$ cat src/rtl/core/ohlc_bar_aggregator_assert.svh
// Assertion macros shared by the OHLC bar aggregator RTL.
`ifndef OHLC_BAR_AGGREGATOR_ASSERT_SVH
`define OHLC_BAR_AGGREGATOR_ASSERT_SVH

// Check a property on every clock edge outside reset.
`define OHLC_ASSERT(lbl, prop) \
  lbl: assert property (@(posedge clk_i) disable iff (!rst_ni) (prop)) \
    else $error("ohlc assertion failed");

// Check that an antecedent implies a consequent in the same cycle.
`define OHLC_ASSERT_IMP(lbl, ante, cons) \
  lbl: assert property (@(posedge clk_i) disable iff (!rst_ni) (ante) |-> (cons)) \
    else $error("ohlc implication failed");

`endif

$ cat src/rtl/core/ohlc_pkg.sv
// Shared widths, constants and types for the OHLC bar aggregator.
package ohlc_pkg;

  localparam int unsigned TIME_W  = 17;
  localparam int unsigned PRICE_W = 32;
  localparam int unsigned VOL_W   = 40;
  localparam int unsigned BVOL_W  = VOL_W + 1;

  localparam int unsigned MINUTE_SECONDS  = 60;
  localparam int unsigned BAR_SECONDS_DEF = 60 * 15;

  // Reciprocal scaling for division of a time value by a constant.
  localparam int unsigned RECIP_SHIFT = TIME_W + 12;
  localparam int unsigned MIN_RECIP   = (2 ** RECIP_SHIFT) / MINUTE_SECONDS;
  localparam int unsigned MIN_RECIP_W = $clog2(MIN_RECIP + 1);
  localparam int unsigned MIN_QUO_W   = $clog2((2 ** TIME_W) / MINUTE_SECONDS + 1);

  typedef struct packed {
    logic [TIME_W-1:0]  tick_time;
    logic [TIME_W-1:0]  minute_floor;
    logic [PRICE_W-1:0] tick_price;
    logic [VOL_W-1:0]   cum_volume;
  } tick_stage_t;

endpackage

$ cat src/rtl/core/ohlc_if.sv
// Valid/ready stream interfaces for ticks in and finished bars out.
interface ohlc_tick_if import ohlc_pkg::*; ();
  logic               valid;
  logic               ready;
  logic [TIME_W-1:0]  tick_time;
  logic [PRICE_W-1:0] tick_price;
  logic [VOL_W-1:0]   cum_volume;

  modport source (output valid, output tick_time, output tick_price, output cum_volume,
                  input ready);
  modport sink   (input valid, input tick_time, input tick_price, input cum_volume,
                  output ready);
endinterface

interface ohlc_bar_if import ohlc_pkg::*; ();
  logic                     valid;
  logic                     ready;
  logic [TIME_W-1:0]        bar_start;
  logic [TIME_W-1:0]        bar_end;
  logic [PRICE_W-1:0]       open_price;
  logic [PRICE_W-1:0]       high_price;
  logic [PRICE_W-1:0]       low_price;
  logic [PRICE_W-1:0]       close_price;
  logic signed [BVOL_W-1:0] bar_volume;

  modport source (output valid, output bar_start, output bar_end, output open_price,
                  output high_price, output low_price, output close_price,
                  output bar_volume, input ready);
  modport sink   (input valid, input bar_start, input bar_end, input open_price,
                  input high_price, input low_price, input close_price,
                  input bar_volume, output ready);
endinterface

$ cat src/rtl/core/ohlc_bar_aggregator.sv
// OHLC bar aggregator: turns a time-ordered tick stream into finished bars.
//
// Ticks arrive on tick_i (valid/ready, one word per tick: second of day,
// price in 1/10000 units, cumulative volume). Finished bars leave on bar_o.
// cfg_we_i/cfg_wdata_i write the resume time; ticks before it are dropped.
// Write it only while no tick is in flight.
// A tick is taken into an input register, then updated against the bar
// state; a tick that closes a bar loads the output register.
// A closing tick passes the input register and then the output register before its bar appears on bar_o.
// One tick per cycle is taken when bar_o is not stalled; the limit is the
// single state update per cycle, which holds the reciprocal multiply for the
// window advance.
// When bar_o stalls with a bar held, the input register still drains ticks
// that do not close a bar; a second closing tick waits there and tick_i
// drops ready.
// Reset clears the window state and the resume time; the open bar at the
// end of the stream is never sent.
`include "ohlc_bar_aggregator_assert.svh"

module ohlc_bar_aggregator import ohlc_pkg::*; #(
  parameter int unsigned BAR_SECONDS = BAR_SECONDS_DEF
) (
  input  logic              clk_i,
  input  logic              rst_ni,
  input  logic              cfg_we_i,
  input  logic [TIME_W-1:0] cfg_wdata_i,
  ohlc_tick_if.sink         tick_i,
  ohlc_bar_if.source        bar_o
);

  localparam int unsigned BAR_RECIP   = (2 ** RECIP_SHIFT) / BAR_SECONDS;
  localparam int unsigned BAR_RECIP_W = $clog2(BAR_RECIP + 1);
  localparam int unsigned BAR_QUO_W   = $clog2((2 ** TIME_W) / BAR_SECONDS + 1);
  localparam int unsigned BAR_PROD_W  = TIME_W + BAR_RECIP_W;
  localparam int unsigned MIN_PROD_W  = TIME_W + MIN_RECIP_W;
  localparam logic [TIME_W-1:0] BAR_C = TIME_W'(BAR_SECONDS);
  localparam logic [TIME_W-1:0] MIN_C = TIME_W'(MINUTE_SECONDS);

  // Configuration
  logic [TIME_W-1:0] resume_q;

  always_ff @(posedge clk_i or negedge rst_ni) begin
    if (!rst_ni) begin
      resume_q <= '0;
    end else if (cfg_we_i) begin
      resume_q <= cfg_wdata_i;
    end
  end

  // Minute floor of the incoming tick, taken before the input register
  logic [MIN_PROD_W-1:0] min_prod;
  logic [MIN_QUO_W-1:0]  min_quo;
  logic [TIME_W-1:0]     min_rem;
  logic [TIME_W-1:0]     min_rem_fix;

  assign min_prod    = MIN_PROD_W'(tick_i.tick_time) * MIN_PROD_W'(MIN_RECIP);
  assign min_quo     = min_prod[RECIP_SHIFT +: MIN_QUO_W];
  assign min_rem     = tick_i.tick_time - TIME_W'(TIME_W'(min_quo) * MIN_C);
  assign min_rem_fix = (min_rem >= MIN_C) ? (min_rem - MIN_C) : min_rem;

  // Input register
  tick_stage_t s1_q;
  logic        s1_valid_q;
  logic        s1_adv;
  logic        tick_acc;

  assign tick_i.ready = !s1_valid_q || s1_adv;
  assign tick_acc     = tick_i.valid && tick_i.ready;

  always_ff @(posedge clk_i or negedge rst_ni) begin
    if (!rst_ni) begin
      s1_valid_q <= 1'b0;
    end else if (tick_i.ready) begin
      s1_valid_q <= tick_i.valid;
    end
  end

  always_ff @(posedge clk_i) begin
    if (tick_acc) begin
      s1_q.tick_time    <= tick_i.tick_time;
      s1_q.minute_floor <= tick_i.tick_time - min_rem_fix;
      s1_q.tick_price   <= tick_i.tick_price;
      s1_q.cum_volume   <= tick_i.cum_volume;
    end
  end

  // Bar state
  logic               win_open_q;
  logic [TIME_W-1:0]  win_start_q, win_start_d;
  logic [PRICE_W-1:0] first_q, max_q, min_q, last_q;
  logic [VOL_W-1:0]   first_vol_q, last_vol_q;

  logic              keep, before_win, late, emit;
  logic [TIME_W-1:0] diff;
  logic [BAR_PROD_W-1:0] bar_prod;
  logic [BAR_QUO_W-1:0]  bar_quo;
  logic [TIME_W-1:0]     bar_rem, bar_rem_fix;

  assign keep       = s1_q.tick_time >= resume_q;
  assign before_win = s1_q.tick_time < win_start_q;
  assign diff       = s1_q.tick_time - win_start_q;
  assign late       = diff >= BAR_C;
  assign emit       = s1_valid_q && keep && win_open_q && !before_win && late;

  // Advance the window by whole bar lengths: new start = tick - (diff mod bar)
  assign bar_prod    = BAR_PROD_W'(diff) * BAR_PROD_W'(BAR_RECIP);
  assign bar_quo     = bar_prod[RECIP_SHIFT +: BAR_QUO_W];
  assign bar_rem     = diff - TIME_W'(TIME_W'(bar_quo) * BAR_C);
  assign bar_rem_fix = (bar_rem >= BAR_C) ? (bar_rem - BAR_C) : bar_rem;
  assign win_start_d = win_open_q ? (s1_q.tick_time - bar_rem_fix) : s1_q.minute_floor;

  // Output register
  logic bar_valid_q;
  logic out_free;

  assign out_free = !bar_valid_q || bar_o.ready;
  assign s1_adv   = s1_valid_q && (!emit || out_free);

  always_ff @(posedge clk_i or negedge rst_ni) begin
    if (!rst_ni) begin
      win_open_q  <= 1'b0;
      win_start_q <= '0;
      first_q     <= '0;
      max_q       <= '0;
      min_q       <= '0;
      last_q      <= '0;
      first_vol_q <= '0;
      last_vol_q  <= '0;
    end else if (s1_adv && keep && !(win_open_q && before_win)) begin
      if (!win_open_q || late) begin
        // open a new bar with this tick
        win_open_q  <= 1'b1;
        win_start_q <= win_start_d;
        first_q     <= s1_q.tick_price;
        max_q       <= s1_q.tick_price;
        min_q       <= s1_q.tick_price;
        last_q      <= s1_q.tick_price;
        first_vol_q <= s1_q.cum_volume;
        last_vol_q  <= s1_q.cum_volume;
      end else begin
        if (s1_q.tick_price > max_q) begin
          max_q <= s1_q.tick_price;
        end
        if (s1_q.tick_price < min_q) begin
          min_q <= s1_q.tick_price;
        end
        last_q     <= s1_q.tick_price;
        last_vol_q <= s1_q.cum_volume;
      end
    end
  end

  always_ff @(posedge clk_i or negedge rst_ni) begin
    if (!rst_ni) begin
      bar_valid_q <= 1'b0;
    end else if (s1_adv && emit) begin
      bar_valid_q <= 1'b1;
    end else if (bar_o.ready) begin
      bar_valid_q <= 1'b0;
    end
  end

  always_ff @(posedge clk_i) begin
    if (s1_adv && emit) begin
      bar_o.bar_start   <= win_start_q;
      bar_o.bar_end     <= TIME_W'(win_start_q + BAR_C);
      bar_o.open_price  <= first_q;
      bar_o.high_price  <= max_q;
      bar_o.low_price   <= min_q;
      bar_o.close_price <= last_q;
      bar_o.bar_volume  <= $signed({1'b0, last_vol_q}) - $signed({1'b0, first_vol_q});
    end
  end

  assign bar_o.valid = bar_valid_q;

  // Assertions
  `OHLC_ASSERT_IMP(a_last_in_range, win_open_q, (min_q <= last_q) && (last_q <= max_q))
  `OHLC_ASSERT_IMP(a_first_in_range, win_open_q, (min_q <= first_q) && (first_q <= max_q))
  `OHLC_ASSERT_IMP(a_rem_below_bar, emit, bar_rem_fix < BAR_C)
  `OHLC_ASSERT_IMP(a_bar_from_stage, $rose(bar_valid_q), $past(s1_valid_q))
  `OHLC_ASSERT_IMP(a_empty_stage_ready, !s1_valid_q, tick_i.ready)

endmodule
$ cat src/flat_wrapper.sv
// flat-port wrapper written by rule: the top's interface ports become plain ports
module ohlc_bar_aggregator_flat import ohlc_pkg::*;
#(
  parameter int unsigned BAR_SECONDS = BAR_SECONDS_DEF
)
  (clk_i, rst_ni, cfg_we_i, cfg_wdata_i, tick_i_valid, tick_i_tick_time, tick_i_tick_price, tick_i_cum_volume, tick_i_ready, bar_o_valid, bar_o_bar_start, bar_o_bar_end, bar_o_open_price, bar_o_high_price, bar_o_low_price, bar_o_close_price, bar_o_bar_volume, bar_o_ready);
  ohlc_tick_if tick_i_i ();
  ohlc_bar_if bar_o_i ();
  input  logic clk_i;
  input  logic rst_ni;
  input  logic cfg_we_i;
  input  logic [TIME_W-1:0] cfg_wdata_i;
  input wire logic [$bits(tick_i_i.valid)-1:0] tick_i_valid;
  input wire logic [$bits(tick_i_i.tick_time)-1:0] tick_i_tick_time;
  input wire logic [$bits(tick_i_i.tick_price)-1:0] tick_i_tick_price;
  input wire logic [$bits(tick_i_i.cum_volume)-1:0] tick_i_cum_volume;
  output wire logic [$bits(tick_i_i.ready)-1:0] tick_i_ready;
  output wire logic [$bits(bar_o_i.valid)-1:0] bar_o_valid;
  output wire logic [$bits(bar_o_i.bar_start)-1:0] bar_o_bar_start;
  output wire logic [$bits(bar_o_i.bar_end)-1:0] bar_o_bar_end;
  output wire logic [$bits(bar_o_i.open_price)-1:0] bar_o_open_price;
  output wire logic [$bits(bar_o_i.high_price)-1:0] bar_o_high_price;
  output wire logic [$bits(bar_o_i.low_price)-1:0] bar_o_low_price;
  output wire logic [$bits(bar_o_i.close_price)-1:0] bar_o_close_price;
  output wire logic [$bits(bar_o_i.bar_volume)-1:0] bar_o_bar_volume;
  input wire logic [$bits(bar_o_i.ready)-1:0] bar_o_ready;
  assign tick_i_i.valid = tick_i_valid;
  assign tick_i_i.tick_time = tick_i_tick_time;
  assign tick_i_i.tick_price = tick_i_tick_price;
  assign tick_i_i.cum_volume = tick_i_cum_volume;
  assign tick_i_ready = tick_i_i.ready;
  assign bar_o_valid = bar_o_i.valid;
  assign bar_o_bar_start = bar_o_i.bar_start;
  assign bar_o_bar_end = bar_o_i.bar_end;
  assign bar_o_open_price = bar_o_i.open_price;
  assign bar_o_high_price = bar_o_i.high_price;
  assign bar_o_low_price = bar_o_i.low_price;
  assign bar_o_close_price = bar_o_i.close_price;
  assign bar_o_bar_volume = bar_o_i.bar_volume;
  assign bar_o_i.ready = bar_o_ready;
  ohlc_bar_aggregator #(.BAR_SECONDS(BAR_SECONDS)) u_core (.clk_i(clk_i), .rst_ni(rst_ni), .cfg_we_i(cfg_we_i), .cfg_wdata_i(cfg_wdata_i), .tick_i(tick_i_i), .bar_o(bar_o_i));
endmodule
$ cat config.mk
export PLATFORM = sky130hd
export DESIGN_NAME = ohlc_bar_aggregator_flat
export DESIGN_NICKNAME = d
export VERILOG_FILES = /design/src/rtl/core/ohlc_pkg.sv /design/src/rtl/core/ohlc_if.sv /design/src/rtl/core/ohlc_bar_aggregator.sv /design/src/flat_wrapper.sv
export VERILOG_INCLUDE_DIRS = /design/src /design/src/rtl/core
export SDC_FILE = /design/constraint.sdc
export NUM_CORES = 1
export LEC_CHECK = 0
export BUFFER_PORTS_ARGS = -buffer_cell sky130_fd_sc_hd__buf_4
export CAP_MARGIN = 20
export CORE_UTILIZATION = 61
export CTS_CLUSTER_DIAMETER = 200
export DETAILED_ROUTE_END_ITERATION = 12
export PLACE_DENSITY = 0.81
export SYNTH_ARGS = -nofsm -noshare
export SYNTH_HDL_FRONTEND = slang
export SYNTH_SLANG_ARGS = --single-unit
$ cat constraint.sdc
create_clock -name clk_i -period 29.2 [get_ports clk_i]
set_input_delay 2.92 -clock clk_i [delete_from_list [all_inputs] [get_ports clk_i]]
set_output_delay 2.92 -clock clk_i [all_outputs]
set_load 0.005 [all_outputs]
==> run summary, run 1 <==
The number of synthesized register bits came out at 550. Among cell families on the critical path, the largest total delay comes from adder cells. The number of flops mapped to enable cells by yosys came out at around 310.

The proportion of synthesized flip-flops having asynchronous set or reset is 0.4455. In the detailed route, the total length drawn on met2 is 42970 µm. The hold buffer count at cts came out at 0. The fraction of the mapped netlist area in compound gates came to 0.09066.

After detailed routing, the wire length on met1 is between 30000 and 40000 µm. The met3 wire length came out at about 5400 µm. The initial DRC count came out at ~1400. The count of final setup violators came out at 0.

The quantity of I/O buffers inserted on ports is around 320. The global-route wire length before repair is around 140000 µm. After synthesis, the cell types taking the most area are edfxtp_1 26%, ha_1 18%, dfrtp_1 17%. The final layout contains routed wiring with a total length of between 80000 and 90000 µm.

The number of antenna violations at the first check in global routing came out at 3. The first TritonRoute pass finished after 5 iterations. Among all stages on the critical path, the largest delay is contributed by nor4_4. The synthesized design spends more area on one cell type than any other, namely edfxtp_1. The sum of overflow across all layers after global routing is 0. The fraction of post-synthesis cell area in the top cell type by area came out at 0.2571. The setup fix buffers added after clock tree synthesis came out at 0.

The cell area reported after detailed placement is 38970 µm². Clock latency on the worst-skew pair, taken at its later pin, is 0.63 ns. The detailed-route wire length per cell came out at 20.65 µm. The minimum clock period after layout is 17.12 ns. Among all flip-flop cells after synthesis, the most frequent one is edfxtp_1. The share of cells above drive strength 1 came out at 0.1967. After synthesis, the share of cell area in mux cells is 0.06772. The clock sink count is 550. For the worst setup path, the data arrival time is around 18 ns. The gate count after technology mapping is roughly 3000.

The footprint of the multi-input gates came out at 18410 µm². The library cell used as clock root buffer is clkbuf_16. The final cell count without fillers is 4210. Together, buffers and inverters on the worst path number 5. The pin count of the biggest net entering global routing came out at 203.

The worst setup path is captured at a flop. The worst clock skew on the final layout came out at 0.04497 ns. By startpoint and endpoint, the worst setup path is classified as reg2reg. The maximum level of the CTS H-tree came out at 2. The number of CTS-inserted buffers is 54.

The y dimension of the die is about 240 µm. The count of vias placed by the detailed router is ~24000. The pin slew with the least headroom to its limit is 1.181 ns.

The floorplan step defined a die boundary enclosing around 59000 µm². Setup repair after global routing left no endpoint under its margin. The number of resized instances in the post-cts repair step is 0.

The class of the worst hold path is reg2reg. The share of synthesized area occupied by flip-flops and latches is 0.4292. The number of placed instances, taps included is approximately 4100. Of the total synthesized cell area, the portion taken by XOR and XNOR cells is 0.03811.

The number of top-level pins is 316. The combined area of all synthesized cells came out at 35620 µm². For this run, the slowest stage of the critical path takes a little under 0.8 ns. The simple-gate share of the synthesized area came out at 0.06895.

The adder-cell share of the synthesized area came out at 0.2499. The fmax is ~0.058 GHz. The cell area after layout is 40970 µm².

The via count of the first global-routing pass was ~26000. The number of filler cells placed in the layout came out at about 3900. The number of pins exceeding their max-slew limit in the final report is 0. Along the worst path, the maximum fanout reaches 14. Counting stages on the worst path, the most repeated cell is ha_1. After clock tree synthesis, the clock-pin slew on the worst setup and hold paths is roughly 0.060 ns. The share of the cycle needed by the critical path after routing is 0.5863. Once layout is complete, the utilization of the core stands at 0.7101.

For the final routed database, the setup TNS stands at 0 ns. The half-perimeter wire length after detailed placement came out at 65920 µm. In the routed design, unresolved DRC markers number 0.

The worst slew margin relative to its limit came out at 0.2126. The net count of the finished layout came out at about 4100. The final weighted congestion of routability-driven global placement is between 0.9 and 1. The synthesis warning total is 0. The number of different library cells used by synthesis comes to 83. The maximum clock path buffer count is 3.

The highest metal layer carrying signal wires in the routed design is met4. The starting density of the core came out at 0.6174. For the worst setup path, the data required time is between 20 and 30 ns. The average size of a mapped cell is around 12 µm². The core footprint is around 58000 µm². After synthesis, the largest family of logic cells by area is adder cells. The number of hold violations in the final report came out at 0. The number of nets in the synthesized netlist came out at approximately 3800. The total routing usage reported by global routing is 0.2954.

The site row count is 88. Measured along the x axis, the die boundary spans around 240 µm. STA classifies the critical path startpoint as a flop.

Registers take about 15000 µm². The flow ran to the end, and the final reports show no timing, DRC or antenna violations. The post-synthesis to final-layout area growth came out at 15.02%. The remaining number of nets flagged by the antenna check after routing came out at 0. The detail-routed via count per cell came out at between 5 and 6. The CTS tree is yes. Max-cap violations in this run came to 0.
metrics by stage:
step,setup WS (ns),hold WS [ns]
after floorplan,14.22,0.4194
after global placement,12.88,0.4246
after detailed placement,12.37,0.4280
after CTS,12.24,0.4398
after global routing,10.75,0.4455
final,12.08,0.4414
final timing paths:
kind                                                      from                                    end  slack, ns  cells after the start
max in group asynchronous                               rst_ni           u_core.max_q[18]$_DFFE_PN0P_      24.60                      3
worst min register to register  u_core.first_q[15]$_DFFE_PN0P_  u_core.bar_o.open_price[15]$_DFFE_PP_       0.44                      0
worst max register to register       u_core.s1_q[89]$_DFFE_PP_     u_core.win_start_q[16]$_DFFE_PN0P_      12.08                     68
worst max-delay path                 u_core.s1_q[89]$_DFFE_PP_     u_core.win_start_q[16]$_DFFE_PN0P_      12.08                     68
worst min-delay path            u_core.first_q[15]$_DFFE_PN0P_  u_core.bar_o.open_price[15]$_DFFE_PP_       0.44                      0
min in group asynchronous                               rst_ni      u_core.last_vol_q[23]$_DFFE_PN0P_       2.39                      1
per-layer routing:
metal	global-route usage	vias to the layer above
met2	0.5139	716
met4	0.1136	0
met5	0	-
met1	0.3702	11977
met3	0.04560	177
li1	-	11346
cells by family after synthesis:
| family | count (synthesis) |
|---|---|
| AOI/OAI and AO/OA | 498 |
| xor gates and xnor gates | 155 |
| adders and majority gates | 634 |
| buffers and inverters | 515 |
| DFF | 550 |
| muxes | 215 |
| and+or+nand+nor | 477 |
flip-flops by register name, summed over array words and instances (netlist names), 32 cells and up:
| signal | cells |
|---|---|
| u_core.first_vol_q | 40 |
| u_core.first_q | 32 |
| u_core.bar_o.low_price | 32 |
| u_core.last_q | 32 |
| u_core.last_vol_q | 40 |
| u_core.s1_q | 104 |
| u_core.bar_o.close_price | 32 |
| u_core.bar_o.high_price | 32 |
| u_core.min_q | 32 |
| u_core.bar_o.bar_volume | 41 |
| u_core.max_q | 32 |
| u_core.bar_o.open_price | 32 |
layout make-up:
type,count,share of cell area
Inverter,474,0.04343
Sequential cell,550,0.3732
Antenna cell,3,0.0001832
Clock buffer,65,0.03546
Tap cell,765,0.02336
Multi-Input combinational cell,1979,0.4494
Timing Repair Buffer,337,0.06248
Clock inverter,37,0.01249
Yosys cell counts, types with 44 or more instances:
| cell | n |
|---|---|
| fa_1 | 130 |
| ha_1 | 501 |
| a21oi_1 | 125 |
| o21ai_0 | 115 |
| xnor2_1 | 112 |
| dfrtp_1 | 245 |
| inv_1 | 473 |
| nor2_1 | 105 |
| a21o_1 | 72 |
| nand2_1 | 111 |
| mux2_2 | 207 |
| o21a_1 | 44 |
| nor3_1 | 48 |
| edfxtp_1 | 305 |
cell usage in the layout, fill, tap and decap left out, drive strengths merged, types with 21 or more instances in the layout:
master  count
ha        501
nor2      106
clkbuf     66
fa        130
xnor2     112
clkinv     21
o21a       44
nand3      34
nand2     111
nor2b      33
mux2      208
xor2       43
a21o       72
nand4      25
a21oi     127
o21ai     120
edfxtp    305
nand2b     38
dfrtp     245
inv       479
nor3       48
buf       336
Power of run 1 is left out: the tool's default activity adds up to more than one toggle a clock period on the data nets, which glitch-free logic cannot reach.
==> inputs of run 2 (changes only) <==
--- a/config.mk
+++ b/config.mk
@@ -6,6 +6,7 @@
 export SDC_FILE = /design/constraint.sdc
 export NUM_CORES = 1
 export LEC_CHECK = 0
+export ABC_AREA = 1
 export BUFFER_PORTS_ARGS = -buffer_cell sky130_fd_sc_hd__buf_4
 export CAP_MARGIN = 20
 export CORE_UTILIZATION = 61
==> constraint.sdc (replaced) <==
create_clock -name clk_i -period 17.45 [get_ports clk_i]
set_input_delay 1.745 -clock clk_i [delete_from_list [all_inputs] [get_ports clk_i]]
set_output_delay 1.745 -clock clk_i [all_outputs]
set_load 0.005 [all_outputs]
==> run 2 against run 1 <==
  * Wire length grew 5.0%
  * Design area grew 2.7%
  * Clock-buffer cell count grew 12
  * Critical path type unchanged
==> run summary, run 2 <==
The library cell used most frequently in the layout, excluding fill and tap cells, is nand2_1. The pin count of the biggest net entering global routing is 110 (-46%). The maximum level of the CTS H-tree was 2 (unchanged).

The global-route wire length before repair is 145100 µm (+5.9%). The share of cells above drive strength 1 came out at 0.1322 (-0.06448). The register containing the most flip-flops in the final layout is u_core.s1_q.

The number of nets in the synthesized netlist is 4640 (+23%). The post-synthesis to final-layout area growth is 13.08%. The fmax came out at 0.07065 GHz (+21%). The number of CTS-inserted buffers is 51 (-5.6%). The net count of the finished layout is 4965 (+20%). The sum of overflow across all layers after global routing is 0 (unchanged). The maximum clock path buffer count is 3 (unchanged). The largest fanout on the critical path came out at 16 (+2). The detailed-route wire length per cell came out at 18.05 µm (-13%). The library cells used most frequently in the layout, excluding fill and tap cells, are 739 x nand2_1, 724 x inv_1, 501 x ha_1. The cell sitting at the root of the clock tree is a clkbuf_16. The via count of the first global-routing pass came out at 27497 (+7.7%). The count of final setup violators was 0 (unchanged). The setup fix buffers added after clock tree synthesis came out at 0 (unchanged). The worst setup path is captured at a flop. The worst slew margin relative to its limit came out at 0.3019 (+0.08934).

The setup TNS after final layout came out at 0 ns (unchanged). The initial DRC count is 2136 (+58%). The remaining number of nets flagged by the antenna check after routing was 0 (unchanged). The required arrival time at the worst endpoint is 17.88 ns (-11.80 ns). The hold buffer count at cts came out at 0 (unchanged). Among the stages of the critical path, the cell type that occurs most often is nand2_1.

The core footprint is 60360 µm² (+4.6%). The number of optimization iterations in the first detailed-route pass is 6 (+1). The minimum clock period after layout came out at 14.15 ns (-2.967 ns).

The largest individual stage delay along the critical path comes from the cell xor2_1. The worst setup path is launched from a flop. The clock insertion delay at the later pin of the skew report is 0.61 ns (-0.02 ns).

The aggregate routed wire length is 91280 µm (+5.0%). The number of filler cells placed in the layout is 4465 (+14%). The site row count is 90 (+2.3%). The total routing usage reported by global routing is 0.2952 (about the same). The footprint of the multi-input gates came out at 18750 µm² (+1.8%). The data arrival at the endpoint of the critical path was 14.59 ns (-3.01 ns). The library cell with the largest summed area after synthesis is edfxtp_1.

Among all flip-flop cells after synthesis, the most frequent one is edfxtp_1. The share of the cycle needed by the critical path after routing is 0.8111 (+0.2248). The starting density of the core came out at 0.6167 (-0.0006800).

The final weighted congestion of routability-driven global placement is 0.9371 (+1.4%). The worst clock skew on the final layout was 0.04930 ns (+0.004333 ns). The average size of a mapped cell was 9.549 µm² (-18%). The number of synthesized register bits is 550 (unchanged). Setup repair after global routing left no endpoint under its margin. The max-capacitance violation count is 0 (unchanged). The count of vias placed by the detailed router is 27661 (+14%). The number of pins exceeding their max-slew limit in the final report came to 0 (unchanged). The sequential cell area is 15290 µm² (unchanged). The detail-routed via count per cell came out at 5.471 (-4.9%). The synthesis warning total is 0 (unchanged). The worst hold path belongs to the class reg2reg. nand2_1 is the most common cell in the netlist. The DRC violation count after routing is 0 (unchanged). The gate count after technology mapping came out at 3898 (+28%).

The number of resized instances in the post-cts repair step is 0 (unchanged). The proportion of synthesized flip-flops having asynchronous set or reset came to 0.4455 (unchanged). The number of top-level pins was 316 (unchanged).

The number of flops mapped to enable cells by yosys is 305 (unchanged). The combined area of all synthesized cells came out at 37220 µm² (+4.5%). The register clock-pin slew on the reported worst setup and hold paths came out at 0.07 ns (about the same). The full die area is 62010 µm² (+4.5%).

The die width is 249.0 µm (+2.2%). The fraction of post-synthesis cell area in the top cell type by area is 0.2461 (-0.01107). The y dimension of the die came to 249.0 µm (+2.2%). The quantity of I/O buffers inserted on ports came to 315 (unchanged). The run finished with clean final reports.

The half-perimeter wire length after detailed placement came out at 70150 µm (+6.4%). The delay of the slowest critical-path stage was 0.72 ns (-0.06 ns). TritonCTS built the clock tree. The number of antenna violations at the first check in global routing came to 8 (+5). The clock sink count is 550 (unchanged). The distinct cell type count after synthesis was 64 (-23%). The share of synthesized area occupied by flip-flops and latches was 0.4108 (-0.01848).

The number of hold violations in the final report came to 0 (unchanged). By startpoint and endpoint, the worst setup path is classified as reg2reg. Sorting the synthesized cells by area gives the leading types as edfxtp_1 25%, ha_1 17%, dfrtp_1 16%. The number of flip-flops in the largest register is 104 (unchanged).

The commonest cells after synthesis are 739 x nand2_1, 725 x inv_1, 501 x ha_1. The largest registers in the layout are u_core.s1_q x104, u_core.bar_o.bar_volume x41. The pin slew with the least headroom to its limit is 1.047 ns (-0.1340 ns).
## run 2: cell types whose count changed after synthesis, sizes merged, moves of 33 or more
cell | before | now
o21a | 44 | 2
a21oi | 127 | 219
a21o | 72 | 14
nand3 | 34 | 118
xor2 | 43 | 103
nor2b | 33 | 0
inv | 473 | 735
mux2 | 208 | 1
nor2 | 106 | 165
nand2b | 38 | 0
nand2 | 111 | 781
xnor2 | 112 | 37
o21ai | 120 | 305
## run 2: path summary, 6_finish.rpt
kind                            cells past startpoint                                     end                          start  slack, ns
worst max-delay path                               72      u_core.win_start_q[14]$_DFFE_PN0P_      u_core.s1_q[89]$_DFFE_PP_       3.30
worst min-delay path                                0  u_core.bar_o.close_price[27]$_DFFE_PP_  u_core.last_q[27]$_DFFE_PN0P_       0.40
worst max register to register                     72      u_core.win_start_q[14]$_DFFE_PN0P_      u_core.s1_q[89]$_DFFE_PP_       3.30
worst min register to register                      0  u_core.bar_o.close_price[27]$_DFFE_PP_  u_core.last_q[27]$_DFFE_PN0P_       0.40
max in group asynchronous                           3      u_core.first_vol_q[24]$_DFFE_PN0P_                         rst_ni      13.77
min in group asynchronous                           1           u_core.first_q[7]$_DFFE_PN0P_                         rst_ni       1.16
## run 2: layer usage
layer,track usage,part of all wire,routed length (µm)
met1,0.3954,0.42,38530
met2,0.4988,0.48,43990
met3,0.04263,0.068,6250
met4,0.08959,0.028,2511
met5,0,0,0
## run 2: cell type report
cell class,instances,share of cell area
Sequential cell,550,0.3633
Clock inverter,19,0.006213
Clock buffer,77,0.03630
Multi-Input combinational cell,2555,0.4454
Timing Repair Buffer,329,0.05933
Antenna cell,8,0.0004756
Inverter,736,0.06581
Tap cell,782,0.02325
## run 2: through the flow
step                      worst slack [ns]  area, µm²    util  instances  hold WS (ns)
after global routing                 2.045      42090  0.6973       5055        0.4237
final                                3.296      42090  0.6973       5056        0.4021
after CTS                            3.305      42040  0.6966       5047        0.4029
after floorplan                      4.675      37220       -       3898        0.4253
after global placement               3.674      40250  0.6669       4951        0.4293
after detailed placement             3.363      40250  0.6669       4951        0.4300
## run 2: kinds of logic after synthesis
| kind of cell | Yosys count | share of synthesized area |
|---|---|---|
| buffers and inverters | 793 | 0.08618 |
| AO/OA/AOI/OAI | 623 | 0.09550 |
| AND/OR/NAND/NOR | 1157 | 0.1346 |
| multiplexers | 4 | 0.001109 |
| adder cells (fa/ha/maj) | 631 | 0.2383 |
| XOR/XNOR | 140 | 0.03355 |
| flip-flops | 550 | 0.4108 |
## run 2: critical path: cells and delay by family, from the launching register on
kind | cells | cell delay (ns)
buffers and inverters | 8 | 0.80
flip-flops | 1 | 0.37
adder cells (fa/ha/maj) | 15 | 5.92
XOR/XNOR | 5 | 1.55
AND/OR/NAND/NOR | 25 | 2.40
AO/OA/AOI/OAI | 19 | 2.96
Power of run 2 is left out for the same reason.
